**src/sv/tcpf_pkg.sv**
```systemverilog
// Package for the two-class priority FIFO: request and response types,
// status and kind codes, and the controller-to-datapath command struct.
// No dependencies.
`default_nettype none

package tcpf_pkg;

   localparam int DEFAULT_CLASS_DEPTH = 16;
   localparam int VALUE_W             = 32;
   localparam int STATUS_W            = 2;
   localparam int OCC_W               = 6;

   // Request kinds.
   localparam logic KIND_ENQ = 1'b0;
   localparam logic KIND_DEQ = 1'b1;

   // Response status codes.
   localparam logic [STATUS_W-1:0] STATUS_OK    = 2'd0;
   localparam logic [STATUS_W-1:0] STATUS_EMPTY = 2'd1;
   localparam logic [STATUS_W-1:0] STATUS_FULL  = 2'd2;

   typedef struct packed {
      logic                      kind;
      logic signed [VALUE_W-1:0] value;
      logic                      urgent;
   } req_type;

   typedef struct packed {
      logic [STATUS_W-1:0]       status;
      logic signed [VALUE_W-1:0] head_value;
      logic [OCC_W-1:0]          occupancy;
   } rsp_type;

   // Commands issued by the controller to the datapath.
   typedef struct packed {
      logic capture;
      logic execute;
      logic respond;
   } cmd_type;

endpackage

`default_nettype wire

```
**src/sv/tcpf_ctrl.sv**
```systemverilog
// Controller for the two-class priority FIFO: sequences capture, execute
// and respond for one request at a time. Depends on tcpf_pkg.
`default_nettype none

module tcpf_ctrl
   import tcpf_pkg::*;
(
   input  wire logic    clock,
   input  wire logic    reset,
   input  wire logic    start,
   output logic         busy,
   output cmd_type      cmd
);

   localparam logic [1:0] ST_IDLE = 2'd0;
   localparam logic [1:0] ST_EXEC = 2'd1;
   localparam logic [1:0] ST_RESP = 2'd2;

   logic [1:0] state_ff;
   logic [1:0] state_in;

   always_comb begin
      state_in = state_ff;
      unique case (state_ff)
         ST_IDLE: begin
            if (start) begin
               state_in = ST_EXEC;
            end
         end
         ST_EXEC: begin
            state_in = ST_RESP;
         end
         ST_RESP: begin
            state_in = ST_IDLE;
         end
         default: begin
            state_in = ST_IDLE;
         end
      endcase
   end

   always_ff @(posedge clock) begin
      if (reset) begin
         state_ff <= ST_IDLE;
      end else begin
         state_ff <= state_in;
      end
   end

   assign busy        = (state_ff != ST_IDLE);
   assign cmd.capture = (state_ff == ST_IDLE) && start;
   assign cmd.execute = (state_ff == ST_EXEC);
   assign cmd.respond = (state_ff == ST_RESP);

endmodule

`default_nettype wire

```
**src/sv/tcpf_datapath.sv**
```systemverilog
// Datapath for the two-class priority FIFO: request register, one ring
// memory with pointers and fill count per class, and response assembly.
// Depends on tcpf_pkg.
`default_nettype none

module tcpf_datapath
   import tcpf_pkg::*;
#(
   parameter int CLASS_DEPTH = DEFAULT_CLASS_DEPTH
)
(
   input  wire logic    clock,
   input  wire logic    reset,
   input  wire cmd_type cmd,
   input  wire req_type req_item,
   output rsp_type      rsp_item
);

   localparam int PTR_W  = $clog2(CLASS_DEPTH);
   localparam int FILL_W = $clog2(CLASS_DEPTH + 1);

   localparam logic [PTR_W-1:0]  PTR_LAST = PTR_W'(CLASS_DEPTH - 1);
   localparam logic [FILL_W-1:0] FILL_MAX = FILL_W'(CLASS_DEPTH);

   logic [VALUE_W-1:0] urg_mem [CLASS_DEPTH];
   logic [VALUE_W-1:0] nrm_mem [CLASS_DEPTH];

   req_type            req_ff;
   logic [PTR_W-1:0]   urg_rd_ff, urg_rd_in, urg_wr_ff, urg_wr_in;
   logic [PTR_W-1:0]   nrm_rd_ff, nrm_rd_in, nrm_wr_ff, nrm_wr_in;
   logic [FILL_W-1:0]  urg_fill_ff, urg_fill_in, nrm_fill_ff, nrm_fill_in;
   logic [STATUS_W-1:0] status_ff, status_in;
   logic               pop_ff, pop_in;
   logic               pop_urg_ff, pop_urg_in;
   logic [VALUE_W-1:0] urg_rdata_ff, nrm_rdata_ff;
   logic               urg_we, nrm_we;
   logic [FILL_W:0]    total;
   logic [VALUE_W-1:0] head;

   function automatic logic [PTR_W-1:0] ptr_next(input logic [PTR_W-1:0] p);
      return (p == PTR_LAST) ? '0 : p + 1'b1;
   endfunction

   always_comb begin
      urg_rd_in   = urg_rd_ff;
      urg_wr_in   = urg_wr_ff;
      nrm_rd_in   = nrm_rd_ff;
      nrm_wr_in   = nrm_wr_ff;
      urg_fill_in = urg_fill_ff;
      nrm_fill_in = nrm_fill_ff;
      status_in   = STATUS_OK;
      pop_in      = 1'b0;
      pop_urg_in  = 1'b0;
      urg_we      = 1'b0;
      nrm_we      = 1'b0;
      if (req_ff.kind == KIND_ENQ) begin
         if (req_ff.urgent) begin
            if (urg_fill_ff == FILL_MAX) begin
               status_in = STATUS_FULL;
            end else begin
               urg_we      = 1'b1;
               urg_wr_in   = ptr_next(urg_wr_ff);
               urg_fill_in = urg_fill_ff + 1'b1;
            end
         end else begin
            if (nrm_fill_ff == FILL_MAX) begin
               status_in = STATUS_FULL;
            end else begin
               nrm_we      = 1'b1;
               nrm_wr_in   = ptr_next(nrm_wr_ff);
               nrm_fill_in = nrm_fill_ff + 1'b1;
            end
         end
      end else begin
         priority if (urg_fill_ff != '0) begin
            pop_in      = 1'b1;
            pop_urg_in  = 1'b1;
            urg_rd_in   = ptr_next(urg_rd_ff);
            urg_fill_in = urg_fill_ff - 1'b1;
         end else if (nrm_fill_ff != '0) begin
            pop_in      = 1'b1;
            nrm_rd_in   = ptr_next(nrm_rd_ff);
            nrm_fill_in = nrm_fill_ff - 1'b1;
         end else begin
            status_in = STATUS_EMPTY;
         end
      end
   end

   // Request register.
   always_ff @(posedge clock) begin
      if (cmd.capture) begin
         req_ff <= req_item;
      end
   end

   // Ring control state.
   always_ff @(posedge clock) begin
      if (reset) begin
         urg_rd_ff   <= '0;
         urg_wr_ff   <= '0;
         nrm_rd_ff   <= '0;
         nrm_wr_ff   <= '0;
         urg_fill_ff <= '0;
         nrm_fill_ff <= '0;
      end else if (cmd.execute) begin
         urg_rd_ff   <= urg_rd_in;
         urg_wr_ff   <= urg_wr_in;
         nrm_rd_ff   <= nrm_rd_in;
         nrm_wr_ff   <= nrm_wr_in;
         urg_fill_ff <= urg_fill_in;
         nrm_fill_ff <= nrm_fill_in;
      end
   end

   // Outcome of the executed request.
   always_ff @(posedge clock) begin
      if (cmd.execute) begin
         status_ff  <= status_in;
         pop_ff     <= pop_in;
         pop_urg_ff <= pop_urg_in;
      end
   end

   // Ring memories: write at the tail, registered read at the head.
   always_ff @(posedge clock) begin
      if (cmd.execute && urg_we) begin
         urg_mem[urg_wr_ff] <= req_ff.value;
      end
      if (cmd.execute) begin
         urg_rdata_ff <= urg_mem[urg_rd_ff];
      end
   end

   always_ff @(posedge clock) begin
      if (cmd.execute && nrm_we) begin
         nrm_mem[nrm_wr_ff] <= req_ff.value;
      end
      if (cmd.execute) begin
         nrm_rdata_ff <= nrm_mem[nrm_rd_ff];
      end
   end

   assign total = {1'b0, urg_fill_ff} + {1'b0, nrm_fill_ff};
   assign head  = !pop_ff    ? '0 :
                  pop_urg_ff ? urg_rdata_ff : nrm_rdata_ff;

   assign rsp_item.status     = status_ff;
   assign rsp_item.head_value = head;
   assign rsp_item.occupancy  = OCC_W'(total);

endmodule

`default_nettype wire

```
**src/sv/two_class_priority_fifo_core.sv**
```systemverilog
// Top level of the two-class priority FIFO: controller plus datapath.
// Depends on tcpf_pkg, tcpf_ctrl and tcpf_datapath.
`default_nettype none

// Usage:
// The block is a strict two-level priority queue with one ring per class.
// A request transfer happens at a rising edge where start is high and busy
// is low; req_item carries kind (enqueue or dequeue), a signed value and the
// urgent flag. Urgent values always leave before normal values, and each
// class is first-in first-out.
// Every request yields exactly one response transfer: rsp_strobe is high for
// one cycle while rsp_item holds the status (ok, empty on a dequeue, full on
// an enqueue whose value is dropped), the dequeued value (zero otherwise) and
// the total occupancy after the request.
// Each request passes through the idle cycle that ends in the request
// transfer, execute (ring update and the registered memory read at the head
// pointer), then the response cycle. The response is on the ports in the
// cycle right after the request transfer's execute cycle. Busy stays high
// until the response cycle has ended, so a new request is taken only after
// the previous one is through. The controller's one-request-at-a-time
// sequence and the registered memory read set this pacing.
// Reset clears the pointers, fill counts and controller; ring contents are
// not cleared, and only values at positions that were written are returned.
// The receiver cannot stall: it must take the response in its strobe cycle.

module two_class_priority_fifo_core
   import tcpf_pkg::*;
#(
   parameter int CLASS_DEPTH = DEFAULT_CLASS_DEPTH
)
(
   input  wire logic    clock,
   input  wire logic    reset,
   input  wire logic    start,
   output logic         busy,
   input  wire req_type req_item,
   output logic         rsp_strobe,
   output rsp_type      rsp_item
);

   cmd_type cmd;

   // The controller steps one request through its three phases.
   tcpf_ctrl u_ctrl (
      .clock (clock),
      .reset (reset),
      .start (start),
      .busy  (busy),
      .cmd   (cmd)
   );

   // The datapath holds both rings and forms the response.
   tcpf_datapath #(
      .CLASS_DEPTH (CLASS_DEPTH)
   ) u_datapath (
      .clock    (clock),
      .reset    (reset),
      .cmd      (cmd),
      .req_item (req_item),
      .rsp_item (rsp_item)
   );

   // The response is valid during the respond phase only.
   assign rsp_strobe = cmd.respond;

endmodule

`default_nettype wire

```
**config.mk**
```make
export PLATFORM = sky130hd
export DESIGN_NAME = two_class_priority_fifo_core
export DESIGN_NICKNAME = d
export VERILOG_FILES = /design/src/sv/tcpf_pkg.sv /design/src/sv/tcpf_ctrl.sv /design/src/sv/tcpf_datapath.sv /design/src/sv/two_class_priority_fifo_core.sv
export SDC_FILE = /design/constraint.sdc
export NUM_CORES = 1
export LEC_CHECK = 0
export ABC_AREA = 1
export BUFFER_PORTS_ARGS = -buffer_cell sky130_fd_sc_hd__buf_2
export CAP_MARGIN = 10
export CORE_ASPECT_RATIO = 1.4
export CORE_UTILIZATION = 40
export CTS_BUF_LIST = sky130_fd_sc_hd__clkbuf_8
export DETAILED_ROUTE_END_ITERATION = 10
export PLACE_DENSITY = 0.57
export SLEW_MARGIN = 20
export SYNTH_ARGS = -nofsm -noshare
export SYNTH_HDL_FRONTEND = slang
export SYNTH_SLANG_ARGS = --single-unit
```
**constraint.sdc**
```tcl
create_clock -name clock -period 11.77 [get_ports clock]
set_input_delay 0.5885 -clock clock [delete_from_list [all_inputs] [get_ports clock]]
set_output_delay 0.5885 -clock clock [all_outputs]
set_load 0.02 [all_outputs]
```
==> impl_metrics.py, run 1 <==
metrics = {
    "outcome": {
        "result_of_the_run": "finished clean",
    },
    "route": {
        "drt_pass1_iterations": 6,
        "vias": 28425,
        "drcViolationCount": 0,
        "wl_um": 123000,
        "wl_per_cell_um": 23.2,
        "drtIter0Drc": 2420,
        "avgViaCountPerCell": 5.37,
        "drt.antenna.violating_nets": 0,
    },
    "cts": {
        "number_of_h_tree_branching_levels": 4,
        "numCtsBuffers": 168,
        "cts_post_setup_buffers_inserted": 0,
        "cts_tree": "built",
        "ctsRootBufferMaster": "clkbuf_8",
        "clock_path_buffers": 3,
        "insertion_delay_ns": 0.86,
        "cts.reportedPaths.clkPinSlew_ns": 0.06,
        "postCtsResizedCells": 0,
        "tritoncts_num_sinks": 1154,
    },
    "yosys": {
        "post_synth_xor_area_fraction": 0.00271,
        "synth.net_count": 3583,
        "synth_area_in_compound_gates": 0.0807,
        "synth-seq-area-share": 0.759,
        "largest_family_of_logic_cells_by_synthesized_area": "simple AND/OR/NAND/NOR gates",
        "ys_ff_latch": 1154,
        "syn-mean-instance-area_sq_um": 12.9,
        "synthSimpleGateAreaFrac": 0.124,
        "post_synth_mux_area_share": 0,
        "mappedNetlistArea_sq_um": 45300,
        "synth.area.top_cells": "edfxtp_1, nand2_1, nor2_1",
        "synth_largest_type_area_fraction": 0.746,
        "syn-instance-count": 3522,
        "synth.distinct_cells": 32,
        "warnings_from_yosys": 0,
        "yosys.area_share.adder": 0.00712,
        "synth_top_cell_by_area": "edfxtp_1",
    },
    "floorplan": {
        "die_width_um": 286,
        "core_sq_um": 112000,
        "initial_utilization": 0.405,
        "io-pin-count": 79,
        "floorplan.die.height_um": 400,
        "total_die_area_sq_um": 115000,
        "rows": 145,
    },
    "final_layout": {
        "area.growth.synth_to_final_pct": 12.7,
        "post_route_cells_drive_above_1_share": 0.110,
        "layout.filler_cells": 9966,
        "layout.cells.non_filler": 5297,
        "layout.cell_area.non_filler_sq_um": 51100,
        "nNetsFinal": 3743,
    },
    "placed_design": {
        "port_buffers": 78,
        "place_hpwl_um": 63500,
        "routabilityCongestion": 0.787,
        "dpl_worst_slack_ns": 8.07,
        "placedCellCount": 4933,
        "dpl_cell_area_sq_um": 47300,
    },
    "sta": {
        "setup_viol_count_final": 0,
        "fin_setup_tns_ns": 0,
        "layout_worst_path_cycle_share": 0.319,
        "final_max_slew_viol_count": 0,
        "final_skew_ns": 0.0270,
        "worstMarginPinSlew_ns": 1.14,
        "min_period_ns": 3.75,
        "fmax_ghz": 0.266,
        "unrepaired_setup_endpoints_after_global_routing": "false",
        "final_worst_setup_slack_ns": 8.02,
        "timing.max_slew.rel_slack": 0.242,
        "finalHoldViolations": 0,
    },
    "setup_path": {
        "critPathMaxFanout": 33,
        "critical_path.endpoint_type": "output pin",
        "worstSetupStartpointType": "flip-flop",
        "cp_data_arrival_time_ns": 3.17,
        "setup.worst_path.class": "reg -> out",
        "critical-path-top-delay-family": "buffers and inverters",
        "cp.buffers_inverters": 4,
        "worstPathRequired_ns": 11.18,
        "critical_path.slowest_cell": "nor2_1",
        "critical_path.cell_chain": "buf_4 > inv_1 > buf_4 > nor2_1 > nor2_1 > buf_2",
        "critical-path-max-stage-delay_ns": 0.45,
    },
    "power_and_ir_drop": {
        "ir_drop_mv": 0.127,
        "static_leakage_nw": 17.7,
        "cellPowerDensity_nw_per_um2": 156,
    },
    "grt": {
        "global_route.overflow_total": 0,
        "grt_first_pass_wirelength_um": 179000,
        "grt_pass1_vias": 27677,
        "grt_max_degree": 125,
        "grt_util_all_layers": 0.213,
        "number_of_antenna_violations_at_the_first_check_in_global_routing": 13,
    },
    "hold_path": {
        "worst_hold_path_type": "in -> reg",
    },
    "job": {
        "drv_cap": 0,
    },
}
[timing repair]
item / CTS / global route
hold endpoints to repair: 35 / 0
setup endpoints to repair: 0 / 0
hold buffers: 35 / 0
[where the power goes]
part	internal [mW]	total, mW	switching [mW]
logic	0.0844	0.299	0.215
clock network	1.51	3.05	1.54
registers	4.55	4.60	0.0472
[stage by stage]
| stage | power (mW) | hold WS, ns | utilization |
|---|---|---|---|
| after floorplan | 4.83 | 0.490 | - |
| after global placement | 4.96 | 0.519 | 0.422 |
| after detailed placement | 4.97 | 0.525 | 0.423 |
| after CTS | 8.00 | 0.0729 | 0.454 |
| after global routing | 8.19 | 0.108 | 0.456 |
| final | 7.95 | 0.163 | 0.456 |
[sequential cells by signal, indices dropped and copies added, names as in the netlist]
register and flops:
u_datapath.urg_fill_ff 5, u_datapath.nrm_rd_ff 4, u_datapath.urg_wr_ff 4, u_datapath.urg_rdata_ff 32
u_datapath.urg_mem 512, u_datapath.nrm_rdata_ff 32, u_datapath.pop_ff 1, u_ctrl.state_ff 2
u_datapath.status_ff 2, u_datapath.urg_rd_ff 4, u_datapath.nrm_wr_ff 4, u_datapath.req_ff 34
u_datapath.nrm_mem 512, u_datapath.pop_urg_ff 1, u_datapath.nrm_fill_ff 5
[path summary, 6_finish.rpt]
check | depth (start not counted) | startpoint | to | slack [ns]
worst max-delay path | 6 | u_datapath.pop_urg_ff | rsp_item[10] | 8.02
worst min-delay path | 2 | reset | u_ctrl.state_ff[1] | 0.16
worst max register to register | 9 | u_datapath.nrm_rd_ff[0] | u_datapath.nrm_rdata_ff[8] | 8.03
worst min register to register | 2 | u_datapath.nrm_wr_ff[0] | u_datapath.nrm_wr_ff[0] | 0.54
[Yosys cell counts, drive strengths merged]
cell	instances
o21ai	356
a31oi	63
nand3	162
nand4	1
o211ai	49
a21oi	48
o22ai	82
o21bai	1
o221ai	40
ha	21
fa	3
buf	129
nand3b	2
nor3	2
nor2	463
xor2	11
nand2	805
clkbuf	77
edfxtp	1126
xnor2	3
clkinv	1
dfxtp	28
inv	49
[layout by cell type, fill, tap and decap left out, drive strengths merged]
| cell type | netlist | final |
|---|---|---|
| edfxtp | 1126 | 1126 |
| nand2 | 805 | 805 |
| nor2 | 463 | 463 |
| o21ai | 356 | 356 |
| clkbuf | 77 | 174 |
| nand3 | 162 | 162 |
| buf | 129 | 161 |
| inv | 49 | 113 |
| o22ai | 82 | 82 |
| clkinv | 1 | 64 |
| a31oi | 63 | 63 |
| o211ai | 49 | 49 |
| a21oi | 48 | 48 |
| o221ai | 40 | 40 |
| dlygate4sd3 | 0 | 35 |
| dfxtp | 28 | 28 |
| ha | 21 | 21 |
| xor2 | 11 | 11 |
| bufinv | 0 | 6 |
| diode | 0 | 4 |
| clkinvlp | 0 | 4 |
| xnor2 | 3 | 3 |
| fa | 3 | 3 |
| nand3b | 2 | 2 |
| nor3 | 2 | 2 |
| o21bai | 1 | 1 |
| nand4 | 1 | 1 |
[layer usage]
| layer | vias to the layer above | GRT usage | wire [um] |
|---|---|---|---|
| li1 | 13054 | - | - |
| met1 | 14163 | 0.262 | 48900 |
| met2 | 957 | 0.366 | 61900 |
| met3 | 241 | 0.0408 | 7660 |
| met4 | 10 | 0.0876 | 4380 |
| met5 | - | 0 | 63 |
[cell families after synthesis]
kind of cell	count (synthesis)
flops	1154
buf+inv	256
xor+xnor	14
fa+ha+maj	24
compound gates	639
simple gates	1435
[area by class of cell]
cell class | count | area, sq um | share of cell area
Sequential cell | 1154 | 34400 | 0.673
Clock buffer | 174 | 2390 | 0.0469
Inverter | 50 | 204 | 0.00399
Timing Repair Buffer | 196 | 1500 | 0.0294
Tap cell | 1470 | 1840 | 0.0360
Clock inverter | 137 | 759 | 0.0149
Antenna cell | 4 | 10.0 | 0.000196
Multi-Input combinational cell | 2112 | 9970 | 0.195
Note: power is estimated with default switching activity, not from simulation.
==> run 2, diff against run 1 <==
--- a/config.mk
+++ b/config.mk
@@ -5,7 +5,7 @@
 export SDC_FILE = /design/constraint.sdc
 export NUM_CORES = 1
 export LEC_CHECK = 0
-export ABC_AREA = 1
+export ABC_AREA = 0
 export BUFFER_PORTS_ARGS = -buffer_cell sky130_fd_sc_hd__buf_2
 export CAP_MARGIN = 10
 export CORE_ASPECT_RATIO = 1.4
==> constraint.sdc (replaced) <==
create_clock -name clock -period 3.5 [get_ports clock]
set_input_delay 0.175 -clock clock [delete_from_list [all_inputs] [get_ports clock]]
set_output_delay 0.175 -clock clock [all_outputs]
set_load 0.02 [all_outputs]
==> run 2 against run 1 <==
Compared with the run above: clock-buffer cell count rose by 1; final cell count fell by 23%; sequential cell count did not move; design area rose by 0.58%; critical endpoint is now u_datapath.nrm_mem[9][8]; largest cell class unchanged; largest power group unchanged.
==> impl_metrics.py, run 2 <==
metrics = {
    "power_and_ir_drop": {
        "intPower_mw": 20.4,
        "ir_drop_mv": 0.378,
        "cellPowerDensity_nw_per_um2": 506,
        "share_comb_of_total_power": 0.030,
        "clockPowerShare": 0.376,
        "netSwitchingFraction": 0.216,
        "total_switching_power_mw": 5.63,
        "static_leakage_nw": 16.0,
        "power.share.sequential": 0.594,
    },
    "floorplan": {
        "floorplan.die.height_um": 397,
        "total_die_area_sq_um": 113000,
        "core_sq_um": 110000,
        "io-pin-count": 79,
        "initial_utilization": 0.404,
        "die_width_um": 284,
        "rows": 144,
    },
    "sta": {
        "min_period_ns": 2.92,
        "final_max_slew_viol_count": 0,
        "timing.max_slew.rel_slack": 0.283,
        "finalHoldViolations": 0,
        "unrepaired_setup_endpoints_after_global_routing": "false",
        "final_worst_setup_slack_ns": 0.579,
        "worstMarginPinSlew_ns": 1.07,
        "fmax_ghz": 0.342,
        "layout_worst_path_cycle_share": 0.835,
        "setup_viol_count_final": 0,
        "final_skew_ns": 0.0242,
    },
    "setup_path": {
        "worstSetupStartpointType": "flip-flop",
        "cp_data_arrival_time_ns": 3.36,
        "worstPathRequired_ns": 3.94,
        "critical_path.endpoint_type": "flip-flop",
        "setup.worst_path.class": "reg -> reg",
        "critPathMaxFanout": 32,
    },
    "yosys": {
        "synth-seq-area-share": 0.773,
        "synth_largest_type_area_fraction": 0.760,
        "synth_top_cells_by_count": "edfxtp_1, mux4_2, mux2i_1",
        "syn-instance-count": 2196,
        "synth.area.top_cells": "edfxtp_1, mux4_2, mux2i_1",
        "warnings_from_yosys": 0,
        "asyncSetResetFlopFracSynth": 0,
        "synth.distinct_cells": 50,
        "ys_ff_latch": 1154,
        "synth_top_cell_by_area": "edfxtp_1",
        "syn-mean-instance-area_sq_um": 20.3,
        "synthFlopType": "edfxtp_1",
        "post_synth_edffs": 1126,
        "mappedNetlistArea_sq_um": 44500,
        "synth.most_common_cell": "edfxtp_1",
        "synth.net_count": 2257,
    },
    "cts": {
        "cts_tree": "built",
        "cts_post_setup_buffers_inserted": 0,
        "holdBufCountCts": 69,
        "ctsRootBufferMaster": "clkbuf_8",
        "tritoncts_num_sinks": 1154,
        "numCtsBuffers": 167,
        "postCtsResizedCells": 0,
        "insertion_delay_ns": 0.84,
        "number_of_h_tree_branching_levels": 4,
        "cts.reportedPaths.clkPinSlew_ns": 0.07,
        "clock_path_buffers": 3,
    },
    "final_layout": {
        "largest_registers": "u_datapath.nrm_mem (512), u_datapath.urg_mem (512), u_datapath.req_ff (34)",
        "post_route_cells_drive_above_1_share": 0.250,
        "final_common_cell": "edfxtp_1",
        "area.growth.synth_to_final_pct": 15.4,
        "layout.filler_cells": 9163,
        "layout_common_cells": "edfxtp_1, mux4_2, clkbuf_8",
        "layout.cells.non_filler": 4091,
        "nNetsFinal": 2556,
    },
    "grt": {
        "global_route.overflow_total": 0,
        "grt_first_pass_wirelength_um": 149000,
        "grt_pass1_vias": 22912,
        "number_of_antenna_violations_at_the_first_check_in_global_routing": 3,
        "grt_max_degree": 59,
        "grt_util_all_layers": 0.181,
    },
    "route": {
        "drtIter0Drc": 1449,
        "vias": 21589,
        "wl_um": 100000,
        "drt.antenna.violating_nets": 0,
        "drcViolationCount": 0,
        "avgViaCountPerCell": 5.28,
        "wl_per_cell_um": 24.5,
        "drt_pass1_iterations": 7,
    },
    "placed_design": {
        "place_hpwl_um": 59300,
        "placedCellCount": 3697,
        "port_buffers": 78,
        "routabilityCongestion": 0.771,
        "dpl_worst_slack_ns": 0.536,
    },
    "outcome": {
        "result_of_the_run": "finished clean",
    },
    "job": {
        "drv_cap": 0,
    },
    "hold_path": {
        "worst_hold_path_type": "in -> reg",
    },
}
## run 2: cell types whose count changed after synthesis, moves of 60 or more
cell and delta:
o22ai_1 -82, nor2b_1 +67, o21ai_1 -107, mux2i_1 +168, mux4_2 +192, a31oi_1 -60, nor2_1 -412, o21ai_0 -182
nand2_1 -744, nand3_1 -155
## run 2: routing by layer
metal | wire (um) | global-route usage | vias to the layer above
met5 | 0 | 0 | -
met4 | 2420 | 0.0563 | 0
met3 | 4260 | 0.0350 | 165
met2 | 51700 | 0.314 | 511
met1 | 41700 | 0.228 | 11287
li1 | - | - | 9626
## run 2: cell type report
class | instances | area (sq um) | area share
antenna | 4 | 10.0 | 0.000195
clock buffer | 175 | 2410 | 0.0469
clock inverter | 126 | 586 | 0.0114
inverter | 13 | 50.0 | 0.000974
multi-input combinational | 911 | 9880 | 0.192
sequential | 1154 | 34400 | 0.670
tap | 1460 | 1830 | 0.0356
timing repair buffer | 248 | 2210 | 0.0430
## run 2: cells by family after synthesis
logic type                 share of synthesized area
AOI/OAI and AO/OA                             0.0388
buffers and inverters                         0.0120
muxes                                          0.143
xor gates and xnor gates                     0.00276
and+or+nand+nor                               0.0235
DFF                                            0.773
adders and majority gates                    0.00726
## run 2: path summary, 6_finish.rpt
path                             start  depth (start not counted)                       end  slack, ns
max reg2reg  u_datapath.nrm_fill_ff[1]                          5  u_datapath.nrm_mem[9][8]       0.58
max          u_datapath.nrm_fill_ff[1]                          5  u_datapath.nrm_mem[9][8]       0.58
min reg2reg    u_datapath.nrm_wr_ff[0]                          2   u_datapath.nrm_wr_ff[0]       0.55
min                        req_item[4]                          2      u_datapath.req_ff[4]       0.08
## run 2: power groups by stage
stage                     combinational (mW)  sequential [mW]  clock, mW
after CTS                              0.658             15.5       10.1
after detailed placement               0.599             15.8          0
after global routing                   0.834             15.5       10.7
after global placement                 0.549             15.8          0
final                                  0.777             15.4       9.79
after floorplan                        0.374             15.7          0
## run 2: critical path, stage by stage, from the launching register on
cell and delay (ns):
dfxtp_1 0.48, nor4_2 0.18, a2111oi_2 0.46, buf_4 0.22
nand2_1 0.26, nor2_4 0.90
## run 2: through the flow
step | setup TNS [ns] | util | power, mW | instance area, sq um | hold slack [ns]
after floorplan | -136.84 | - | 16.1 | 44600 | 0.274
after global placement | 0 | 0.429 | 16.4 | 47200 | 0.352
after detailed placement | 0 | 0.430 | 16.4 | 47300 | 0.353
after CTS | 0 | 0.463 | 26.3 | 51000 | 0.00895
after global routing | 0 | 0.466 | 27.0 | 51400 | 0.0106
final | 0 | 0.467 | 26.0 | 51400 | 0.0807
